**config.mk**
```make
export PLATFORM = sky130hd
export DESIGN_NAME = printable_run_extractor_top
export DESIGN_NICKNAME = d
export VERILOG_FILES = /design/src/rtl/core/pre_pkg.sv /design/src/rtl/core/printable_run_extractor_top.sv /design/src/rtl/core/pre_hold_ram.sv
export SDC_FILE = /design/constraint.sdc
export NUM_CORES = 1
export LEC_CHECK = 0
export CAP_MARGIN = 10
export CORE_MARGIN = 10
export CORE_UTILIZATION = 59
export DETAILED_ROUTE_END_ITERATION = 7
export DONT_BUFFER_PORTS = 1
export PLACE_DENSITY = 0.75
export SLEW_MARGIN = 20
export SYNTH_ARGS = -nofsm -noshare
export SYNTH_HDL_FRONTEND = slang
export SYNTH_SLANG_ARGS = --single-unit
```
**constraint.sdc**
```tcl
create_clock -name clock -period 5.76 [get_ports clock]
set_input_delay 1.152 -clock clock [delete_from_list [all_inputs] [get_ports clock]]
set_output_delay 1.152 -clock clock [all_outputs]
set_load 0.02 [all_outputs]
```
**src/rtl/core/pre_pkg.sv**
```systemverilog
// shared types and constants of the printable run extractor
package pre_pkg;

   localparam int BYTE_W         = 8;
   localparam int OFFSET_W       = 32;
   localparam int MIN_LEN_W      = 5;
   localparam int HOLD_DEPTH_DEF = 32;

   localparam logic [MIN_LEN_W-1:0] MIN_LEN_RESET = 5'd4;

   // printable, non-space range
   localparam logic [BYTE_W-1:0] PRINT_LO = 8'h21;
   localparam logic [BYTE_W-1:0] PRINT_HI = 8'h7e;

   typedef enum logic [2:0] {
      ST_IDLE,
      ST_FLUSH_RD,
      ST_FLUSH_WR,
      ST_EMIT_BYTE,
      ST_EMIT_END
   } pre_state_type;

endpackage

```
**src/rtl/core/printable_run_extractor_top.sv**
```systemverilog
// top level of the printable run extractor: run tracking, flush sequencer, result register
//
// Scans a byte stream one transaction at a time and reports runs of printable non-space bytes
// (0x21 to 0x7e) longer than csr_min_len, each result tagged with the offset of the run's
// first byte. csr_min_len is clamped to HOLD_DEPTH-1 and may only be written while the block
// is idle. States per input transaction, with an unstalled result side: a byte that produces
// nothing is taken in ST_IDLE alone; a byte of an already reported run adds ST_EMIT_BYTE; the
// byte that makes a run long enough first flushes the held bytes, each read from the hold RAM in
// ST_FLUSH_RD and loaded into the result register in ST_FLUSH_WR; an end marker adds ST_EMIT_END.
// The input is stalled while a transaction's results are being produced, but a finished result
// may sit in the output register while the next transaction is taken. No clearing pass is
// needed after reset: only hold entries written earlier in the same run are ever read.
module printable_run_extractor_top #(
   parameter int HOLD_DEPTH = pre_pkg::HOLD_DEPTH_DEF
) (
   input  logic                              clock,
   input  logic                              reset,
   // input transactions
   input  logic                              req_valid,
   output logic                              req_stall,
   input  logic [pre_pkg::BYTE_W-1:0]        req_in_byte,
   input  logic                              req_buffer_end,
   // result transactions
   output logic                              rsp_valid,
   input  logic                              rsp_stall,
   output logic [pre_pkg::OFFSET_W-1:0]      rsp_run_offset,
   output logic [pre_pkg::BYTE_W-1:0]        rsp_out_byte,
   output logic                              rsp_end_of_run,
   output logic                              rsp_last_of_item,
   // configuration write
   input  logic                              csr_valid,
   output logic                              csr_ready,
   input  logic [pre_pkg::MIN_LEN_W-1:0]     csr_min_len
);

   localparam int ADDR_W = $clog2(HOLD_DEPTH);
   // run length counts up to HOLD_DEPTH
   localparam int LEN_W  = $clog2(HOLD_DEPTH + 1);
   localparam int CMP_W  = (LEN_W > pre_pkg::MIN_LEN_W) ? LEN_W : pre_pkg::MIN_LEN_W;

   // control state
   pre_pkg::pre_state_type        state_ff, state_in;
   logic [pre_pkg::MIN_LEN_W-1:0] min_len_ff, min_len_in;
   logic [pre_pkg::OFFSET_W-1:0]  byte_offset_ff, byte_offset_in;
   logic [pre_pkg::OFFSET_W-1:0]  run_start_ff, run_start_in;
   logic [LEN_W-1:0]              run_length_ff, run_length_in;
   logic                          run_reported_ff, run_reported_in;
   logic [ADDR_W-1:0]             flush_idx_ff, flush_idx_in;
   logic                          rsp_valid_ff, rsp_valid_in;

   // latched transaction payload
   logic [pre_pkg::BYTE_W-1:0]    cur_byte_ff, cur_byte_in;
   logic                          cur_last_ff, cur_last_in;

   // result register payload
   logic [pre_pkg::OFFSET_W-1:0]  rsp_offset_ff, rsp_offset_in;
   logic [pre_pkg::BYTE_W-1:0]    rsp_byte_ff, rsp_byte_in;
   logic                          rsp_eor_ff, rsp_eor_in;
   logic                          rsp_lst_ff, rsp_lst_in;

   logic                          req_accept;
   logic                          out_free;
   logic                          printable;
   logic [CMP_W-1:0]              lim_wide;
   logic [LEN_W-1:0]              lim;
   logic                          hold_room;
   logic                          flush_done;

   // sequencer outputs
   logic                          load_out;
   logic [pre_pkg::BYTE_W-1:0]    load_byte;
   logic                          load_eor;
   logic                          load_lst;
   logic                          rd_en;
   logic                          wr_en;
   logic [pre_pkg::BYTE_W-1:0]    rd_data;

   assign req_stall  = (state_ff != pre_pkg::ST_IDLE);
   assign req_accept = req_valid && !req_stall;
   assign csr_ready  = 1'b1;

   // result register is free when empty or being taken this cycle
   assign out_free = !rsp_valid_ff || !rsp_stall;

   assign printable = (req_in_byte >= pre_pkg::PRINT_LO) && (req_in_byte <= pre_pkg::PRINT_HI);

   // clamp the minimum length to what the hold store can keep
   assign lim_wide = (CMP_W'(min_len_ff) > CMP_W'(HOLD_DEPTH - 1)) ?
                     CMP_W'(HOLD_DEPTH - 1) : CMP_W'(min_len_ff);
   assign lim      = lim_wide[LEN_W-1:0];

   assign hold_room  = (run_length_ff < lim);
   assign flush_done = ((LEN_W'(flush_idx_ff) + LEN_W'(1)) == lim);

   // held prefix of the current run; writes land at accept, reads come only in the flush
   // states while the input is stalled, so the same entry is never written and read in the same cycle
   pre_hold_ram #(
      .DEPTH (HOLD_DEPTH)
   ) u_hold_ram (
      .clock   (clock),
      .wr_en   (wr_en),
      .wr_addr (run_length_ff[ADDR_W-1:0]),
      .wr_data (req_in_byte),
      .rd_en   (rd_en),
      .rd_addr (flush_idx_ff),
      .rd_data (rd_data)
   );

   // run tracking, updated once per accepted transaction; flush index also steps in ST_FLUSH_WR
   always_comb begin
      min_len_in      = min_len_ff;
      byte_offset_in  = byte_offset_ff;
      run_start_in    = run_start_ff;
      run_length_in   = run_length_ff;
      run_reported_in = run_reported_ff;
      cur_byte_in     = cur_byte_ff;
      cur_last_in     = cur_last_ff;
      flush_idx_in    = flush_idx_ff;
      wr_en           = 1'b0;

      if (csr_valid && csr_ready) begin
         min_len_in = csr_min_len;
      end

      if (req_accept) begin
         cur_byte_in  = req_in_byte;
         cur_last_in  = req_buffer_end;
         flush_idx_in = '0;
         if (printable) begin
            if ((run_length_ff == '0) && !run_reported_ff) begin
               run_start_in = byte_offset_ff;
            end
            if (!run_reported_ff) begin
               if (hold_room) begin
                  wr_en         = 1'b1;
                  run_length_in = run_length_ff + LEN_W'(1);
               end else begin
                  run_reported_in = 1'b1;
                  run_length_in   = lim + LEN_W'(1);
               end
            end
         end else begin
            run_length_in   = '0;
            run_reported_in = 1'b0;
         end
         byte_offset_in = byte_offset_ff + pre_pkg::OFFSET_W'(1);
         // buffer end drops the run and restarts the offsets
         if (req_buffer_end) begin
            run_length_in   = '0;
            run_reported_in = 1'b0;
            byte_offset_in  = '0;
         end
      end else if ((state_ff == pre_pkg::ST_FLUSH_WR) && out_free) begin
         flush_idx_in = flush_idx_ff + ADDR_W'(1);
      end
   end

   // next state
   always_comb begin
      state_in = state_ff;
      unique case (state_ff)
         pre_pkg::ST_IDLE: begin
            if (req_accept) begin
               priority if (printable && run_reported_ff) begin
                  state_in = pre_pkg::ST_EMIT_BYTE;
               end else if (printable && !hold_room) begin
                  state_in = (lim == '0) ? pre_pkg::ST_EMIT_BYTE : pre_pkg::ST_FLUSH_RD;
               end else if (!printable && run_reported_ff) begin
                  state_in = pre_pkg::ST_EMIT_END;
               end else begin
                  state_in = pre_pkg::ST_IDLE;
               end
            end
         end
         pre_pkg::ST_FLUSH_RD: begin
            state_in = pre_pkg::ST_FLUSH_WR;
         end
         pre_pkg::ST_FLUSH_WR: begin
            if (out_free) begin
               state_in = flush_done ? pre_pkg::ST_EMIT_BYTE : pre_pkg::ST_FLUSH_RD;
            end
         end
         pre_pkg::ST_EMIT_BYTE: begin
            if (out_free) begin
               state_in = cur_last_ff ? pre_pkg::ST_EMIT_END : pre_pkg::ST_IDLE;
            end
         end
         pre_pkg::ST_EMIT_END: begin
            if (out_free) begin
               state_in = pre_pkg::ST_IDLE;
            end
         end
         default: begin
            state_in = pre_pkg::ST_IDLE;
         end
      endcase
   end

   // sequencer outputs
   always_comb begin
      load_out  = 1'b0;
      load_byte = '0;
      load_eor  = 1'b0;
      load_lst  = 1'b0;
      rd_en     = 1'b0;
      unique case (state_ff)
         pre_pkg::ST_IDLE: begin
            load_out = 1'b0;
         end
         pre_pkg::ST_FLUSH_RD: begin
            rd_en = 1'b1;
         end
         pre_pkg::ST_FLUSH_WR: begin
            load_out  = out_free;
            load_byte = rd_data;
         end
         pre_pkg::ST_EMIT_BYTE: begin
            load_out  = out_free;
            load_byte = cur_byte_ff;
            load_lst  = !cur_last_ff;
         end
         pre_pkg::ST_EMIT_END: begin
            load_out = out_free;
            load_eor = 1'b1;
            load_lst = 1'b1;
         end
         default: begin
            load_out = 1'b0;
         end
      endcase
   end

   // result register
   always_comb begin
      rsp_valid_in  = rsp_valid_ff;
      rsp_offset_in = rsp_offset_ff;
      rsp_byte_in   = rsp_byte_ff;
      rsp_eor_in    = rsp_eor_ff;
      rsp_lst_in    = rsp_lst_ff;
      if (load_out) begin
         rsp_valid_in  = 1'b1;
         rsp_offset_in = run_start_ff;
         rsp_byte_in   = load_byte;
         rsp_eor_in    = load_eor;
         rsp_lst_in    = load_lst;
      end else if (rsp_valid_ff && !rsp_stall) begin
         rsp_valid_in = 1'b0;
      end
   end

   always_ff @(posedge clock) begin
      if (reset) begin
         state_ff        <= pre_pkg::ST_IDLE;
         min_len_ff      <= pre_pkg::MIN_LEN_RESET;
         byte_offset_ff  <= '0;
         run_start_ff    <= '0;
         run_length_ff   <= '0;
         run_reported_ff <= 1'b0;
         flush_idx_ff    <= '0;
         rsp_valid_ff    <= 1'b0;
      end else begin
         state_ff        <= state_in;
         min_len_ff      <= min_len_in;
         byte_offset_ff  <= byte_offset_in;
         run_start_ff    <= run_start_in;
         run_length_ff   <= run_length_in;
         run_reported_ff <= run_reported_in;
         flush_idx_ff    <= flush_idx_in;
         rsp_valid_ff    <= rsp_valid_in;
      end
   end

   // payload registers, no reset
   always_ff @(posedge clock) begin
      cur_byte_ff   <= cur_byte_in;
      cur_last_ff   <= cur_last_in;
      rsp_offset_ff <= rsp_offset_in;
      rsp_byte_ff   <= rsp_byte_in;
      rsp_eor_ff    <= rsp_eor_in;
      rsp_lst_ff    <= rsp_lst_in;
   end

   assign rsp_valid        = rsp_valid_ff;
   assign rsp_run_offset   = rsp_offset_ff;
   assign rsp_out_byte     = rsp_byte_ff;
   assign rsp_end_of_run   = rsp_eor_ff;
   assign rsp_last_of_item = rsp_lst_ff;

   // flush never reads past the held prefix
   a_flush_in_range: assert property (@(posedge clock) disable iff (reset)
      (state_ff == pre_pkg::ST_FLUSH_WR) |-> (LEN_W'(flush_idx_ff) < lim))
      else $error("flush index beyond held prefix");

   // an end marker carries no byte and closes the transaction
   a_marker_form: assert property (@(posedge clock) disable iff (reset)
      (rsp_valid && rsp_end_of_run) |-> ((rsp_out_byte == '0) && rsp_last_of_item))
      else $error("malformed end marker");

   // a reported run has a nonzero length
   a_reported_len: assert property (@(posedge clock) disable iff (reset)
      run_reported_ff |-> (run_length_ff != '0))
      else $error("reported run with zero length");

   // every hold read is followed by its load step
   a_read_then_load: assert property (@(posedge clock) disable iff (reset)
      (state_ff == pre_pkg::ST_FLUSH_RD) |=> (state_ff == pre_pkg::ST_FLUSH_WR))
      else $error("hold read not followed by load");

endmodule

```
**src/rtl/core/pre_hold_ram.sv**
```systemverilog
// hold store for the prefix of a run, one write and one registered read port
module pre_hold_ram #(
   parameter int DEPTH = pre_pkg::HOLD_DEPTH_DEF
) (
   input  logic                          clock,
   input  logic                          wr_en,
   input  logic [$clog2(DEPTH)-1:0]      wr_addr,
   input  logic [pre_pkg::BYTE_W-1:0]    wr_data,
   input  logic                          rd_en,
   input  logic [$clog2(DEPTH)-1:0]      rd_addr,
   output logic [pre_pkg::BYTE_W-1:0]    rd_data
);

   logic [pre_pkg::BYTE_W-1:0] mem [DEPTH];
   logic [pre_pkg::BYTE_W-1:0] rd_data_ff;

   always_ff @(posedge clock) begin
      if (wr_en) begin
         mem[wr_addr] <= wr_data;
      end
   end

   // read data holds until the next read
   always_ff @(posedge clock) begin
      if (rd_en) begin
         rd_data_ff <= mem[rd_addr];
      end
   end

   assign rd_data = rd_data_ff;

endmodule

```
# == Word-level counts from Yosys, hierarchy flattened ==
# Memories as Yosys holds them, arrays and structs flattened. A register that Yosys moved wholly into a read port is not among the register bits.
# Index checks and enable logic that the tools add are counted.
# Widths: inputs -> output; s select.
# totals
out_inout_bits,45
ff_bits,136
memories,1
wordCells,92
rom_bits,0
latchBits,0
input_bits,19
mem_bits_rw,256
# op_classes
div,0
eq_ne,10
mul,0
bitwise_logic,0
add_sub_neg,5
reduce_logical,26
muxes,33
shifts,0
magnitude_cmp,3
# memory_table
name,words,word_bits,read_ports,rd_clocked_by_memory_dff,wr,line_no,source
u_hold_ram.mem,32,8,1,1,1,pre_hold_ram.sv:14,logic [pre_pkg::BYTE_W-1:0] mem [DEPTH];
# ops
operator,n
$add 32x1->32 const B,1
$mux 32,1
$mux 3,8
$mux 6,4
$pmux 8 s2,1
$mux 1,15
$pmux 3 s5,1
$add 5x1->6 const B,2
$logic_not 6->1,2
$ge 8x6->1 const B,1
$le 8x7->1 const B,1
$logic_and 1x1->1,8
$ne 2x2->1 const B,4
$logic_not 1->1,7
$add 6x1->6 const B,1
$eq 3x2->1 const B,2
$eq 6x5->1,1
$lt 6x5->1,1
$add 5x1->5 const B,1
$mux 2,2
$reduce_and 4->1,1
$eq 3x1->1 const B,1
$eq 3x3->1 const B,1
$logic_not 3->1,1
other kinds (9),9

# == Longest topological paths before layout ==
# depth
ltp_word,9
mapped_depth,14

# == Hierarchy ==
# A second synthesis with hierarchy kept.
# hier_totals
cells_unflattened,926
area_unflattened_um2,15825.2
# by_module_without_submodules
mod,area_per_inst_um2,cells_each,instances
pre_hold_ram,10133.5,417,1
printable_run_extractor_top,5691.7,509,1

# == Least setup slack after synthesis ==
# No wires, ideal clock.
# synth_path
path_kind,in2reg
from,in rsp_stall
to,"reg rsp_eor_ff (netlist: rsp_end_of_run), enable pin"
path_stages,2
setup_slack_ns,0.865
n_path_buf,0
required_ns,5.254
arrival_time_ns,4.389
path_cell_list,nand2_1 > a21boi_0
# synth_between
elab_chain_len,3
# synth_lines
item,line_no,source
start: declaration,printable_run_extractor_top.sv:25,"input logic rsp_stall,"
$logic_not 1->1,printable_run_extractor_top.sv:83,assign out_free = !rsp_valid_ff || !rsp_stall;
$logic_or 1x1->1,printable_run_extractor_top.sv:83,
$mux 1,printable_run_extractor_top.sv:206,unique case (state_ff)
via load_out,printable_run_extractor_top.sv:70,logic load_out;
end signal: assignment,printable_run_extractor_top.sv:279,rsp_eor_ff <= rsp_eor_in;
end: declaration,printable_run_extractor_top.sv:58,"logic rsp_eor_ff, rsp_eor_in;"
# The timed path passes the listed nets, and every way through them passes these cells.
# A chain may end at the register's enable or synchronous reset.

# == Final worst setup path ==
# layout_path
from,reg min_len_ff[3] in the netlist's numbering
to,"mem u_hold_ram.mem[23][3] in the netlist's numbering, enable pin"
# layout_between
elab_chain_len,7
# layout_lines
item,line_no,source
start: declaration,printable_run_extractor_top.sv:43,"logic [pre_pkg::MIN_LEN_W-1:0] min_len_ff, min_len_in;"
start signal: assignment,printable_run_extractor_top.sv:254,min_len_ff <= pre_pkg::MIN_LEN_RESET;
start signal: assignment,printable_run_extractor_top.sv:263,min_len_ff <= min_len_in;
$lt 6x5->1,printable_run_extractor_top.sv:92,assign hold_room = (run_length_ff < lim);
$mux 1,printable_run_extractor_top.sv:134,if (hold_room) begin
$mux 1,printable_run_extractor_top.sv:133,if (!run_reported_ff) begin
$mux 1,printable_run_extractor_top.sv:129,if (printable) begin
$mux 1,printable_run_extractor_top.sv:125,if (req_accept) begin
$mux 1,pre_hold_ram.sv:18,if (wr_en) begin
$mux 1 (not written as such),pre_hold_ram.sv:19,mem[wr_addr] <= wr_data;
end: declaration,pre_hold_ram.sv:14,
# No other way between the ends.

==> flow_metrics.env <==
export IMPL_status="complete, no violations"
export IMPL_fin_nets=1045
export IMPL_antenna_found_initial=0
export IMPL_period_share=0.650
export IMPL_grt_pass1_vias=8330
export IMPL_synth_fp_nets=1055
export IMPL_grt_use_total=0.189
export IMPL_clock_skew_ns=0.0137
export IMPL_rows=59
export IMPL_synth_avg_cell_area_um2=15.4
export IMPL_cp_max_fo=12
export IMPL_area_delta_synth_final_pct=9.90
export IMPL_yosys_warnings=0
export IMPL_critPathCaptureType="register"
export IMPL_drt_pass1_iter_count=5
export IMPL_min_path_cells=0
export IMPL_arrival_ns=3.89
export IMPL_ys_seq_area_frac=0.705
export IMPL_post_cts_buffers=0
export IMPL_synth_seq_cells=400
export IMPL_overflow=0
export IMPL_reg2reg_slack_ns=2.01
export IMPL_ys_types=52
export IMPL_ir_drop_mv=0.256
export IMPL_dp_hpwl_um=19900
export IMPL_fin_setup_tns_ns=0
export IMPL_drcViolationCount=0
export IMPL_final_common_cell="edfxtp_1"
export IMPL_routedWlPerCell_um=23.0
export IMPL_start_util=0.604
export IMPL_synth_top_area_share=0.597
export IMPL_drv_slew=0
export IMPL_yosys_top_cells_area="edfxtp_1, dfxtp_1, mux4_2"
export IMPL_nFillCells=1707
export IMPL_netlist_area_mm2=0.0158
export IMPL_grt_max_degree=50
export IMPL_cts_max_level=2
export IMPL_numCtsBuffers=39
export IMPL_worst_ep_required_time_ns=5.91
export IMPL_hold_violations=0
export IMPL_worst_pin_slew_ns=1.09
export IMPL_cts_max_path_buffers=3
export IMPL_p_per_area_mw_per_mm2=334
export IMPL_met3_usage=0.0401
export IMPL_async_flop_share=0
export IMPL_reg2reg_depth=7
export IMPL_grt_busiest_layer="met2"
export IMPL_num_io_pins=64
export IMPL_final_cell_mix="edfxtp_1, nand2_1, nor2_1"
export IMPL_rsz0062_at_grt="false"
export IMPL_hold_buffers=0
export IMPL_vias_per_cell=6.16
export IMPL_maxCapViolCount=0
export IMPL_p_leak_uw=0.00526
export IMPL_setup_worst_path_start_class="register"
export IMPL_die_area_mm2=0.0338
export IMPL_fmax_mhz=267
export IMPL_drive_gt1_frac=0.137
export IMPL_port_buffers=0
export IMPL_power_total_uw=5810
export IMPL_drt_iter0_markers=753
export IMPL_path_class="register to register"
export IMPL_hp_class="register to register"
export IMPL_antenna_left=0
export IMPL_use_met2=0.301
export IMPL_ys_flop_type="edfxtp_1"
export IMPL_postSynthCellCount=1029
export IMPL_num_vias=8515
export IMPL_min_period_ns=3.75
export IMPL_post_cts_resized=0
export IMPL_setup_violations=0
export IMPL_cts_root_buf="clkbuf_16"
export IMPL_antenna_cells=0
export IMPL_slew_headroom=0.273
export IMPL_clkLatencyLatePin_ns=0.52
export IMPL_die_y_um=184
export IMPL_synth_edf_count=315
export IMPL_routed_wl_um=31700
export IMPL_cts_sinks=400
export IMPL_gp_congestion=0.849
export IMPL_gr_usage_met1=0.258
export IMPL_cts_tree="built"
export IMPL_netlist_top_cell_by_area="edfxtp_1"
export IMPL_core_mm2=0.0262
export IMPL_fp_dieW_um=184
export IMPL_grt_pass1_wl_um=49400
export IMPL_clk_pin_slew_ns=0.06
synth_stat cells, types with 4 or more instances:
library cell,number
buf_2,10
clkbuf_1,32
nand2_1,104
nor3b_1,4
or3_1,11
nor2_1,89
a221oi_1,8
nand3b_1,4
a31oi_1,5
dfxtp_1,85
nor4_1,12
mux2i_1,51
mux4_2,64
ha_1,7
xor2_1,12
o21ai_0,15
inv_1,14
a21oi_1,48
or4_1,4
nand4_1,12
nor3_1,9
nand2b_1,5
a22o_1,9
edfxtp_1,315
xnor2_1,18
buf_1,11
nand3_1,21
nor2b_1,7
worst max-delay path, cell delays in order (launching register included):
cell	delay, ns
dfxtp_1	0.45
inv_1	0.13
ha_1	0.33
a21o_1	0.19
a211oi_1	0.27
o21a_1	0.46
nand4_1	0.69
nor2_1	0.85
where the power goes:
group | switching, µW | internal, µW | total, µW
registers | 22.5 | 3130 | 3150
clock network | 1030 | 1550 | 2570
logic | 59.6 | 31.3 | 90.9
total | 1110 | 4700 | 5810
layout make-up:
type,count,area [µm²],share of cell area
Clock buffer,46,1020,0.0587
Clock inverter,24,299,0.0172
Inverter,15,61.3,0.00352
Multi-Input combinational cell,558,4400,0.253
Sequential cell,400,11200,0.642
Tap cell,335,419,0.0241
Timing Repair Buffer,5,37.5,0.00216
flip-flops by register name (all words and copies together) (netlist names), 6 cells and up:
name / count
byte_offset_ff: 32
cur_byte_ff: 8
rsp_out_byte: 8
rsp_run_offset: 32
run_length_ff: 6
run_start_ff: 32
u_hold_ram.mem: 256
u_hold_ram.rd_data: 8
logic make-up (layout without fill, tap and decap cells):
family,count (synthesis),count (layout),synth area share
DFF,400,400,0.705
and+or+nand+nor,295,295,0.0869
adders and majority gates,7,7,0.00553
muxes,118,118,0.125
buffers and inverters,71,90,0.0191
other,1,1,0.000237
xor gates and xnor gates,30,30,0.0166
AOI/OAI and AO/OA,107,107,0.0416
per-layer routing:
metal  vias up  share of wire
li1       3911              -
met1      4225           0.44
met2       330           0.47
met3        49          0.069
met4         0          0.022
met5         -              0
final timing paths:
| kind | start | end |
|---|---|---|
| worst max-delay path | min_len_ff[3]$_SDFFE_PP0P_ | u_hold_ram.mem[23][3]$_DFFE_PP_ |
| worst min register to register | run_start_ff[15]$_SDFFE_PP0P_ | rsp_run_offset[15]$_DFFE_PP_ |
| worst min-delay path | run_start_ff[15]$_SDFFE_PP0P_ | rsp_run_offset[15]$_DFFE_PP_ |
| worst max register to register | min_len_ff[3]$_SDFFE_PP0P_ | u_hold_ram.mem[23][3]$_DFFE_PP_ |
metrics by stage:
step                      cells  utilization  setup slack (ns)  hold slack [ns]  instance area (µm²)
after floorplan            1029            -             0.865            0.408                15800
after global placement     1313        0.614              1.86            0.413                16100
after detailed placement   1313        0.614              1.73            0.415                16100
after CTS                  1383        0.664              2.08            0.429                17400
after global routing       1383        0.664              1.84            0.435                17400
final                      1383        0.664              2.01            0.428                17400
Note: power is estimated with default switching activity, not from simulation.
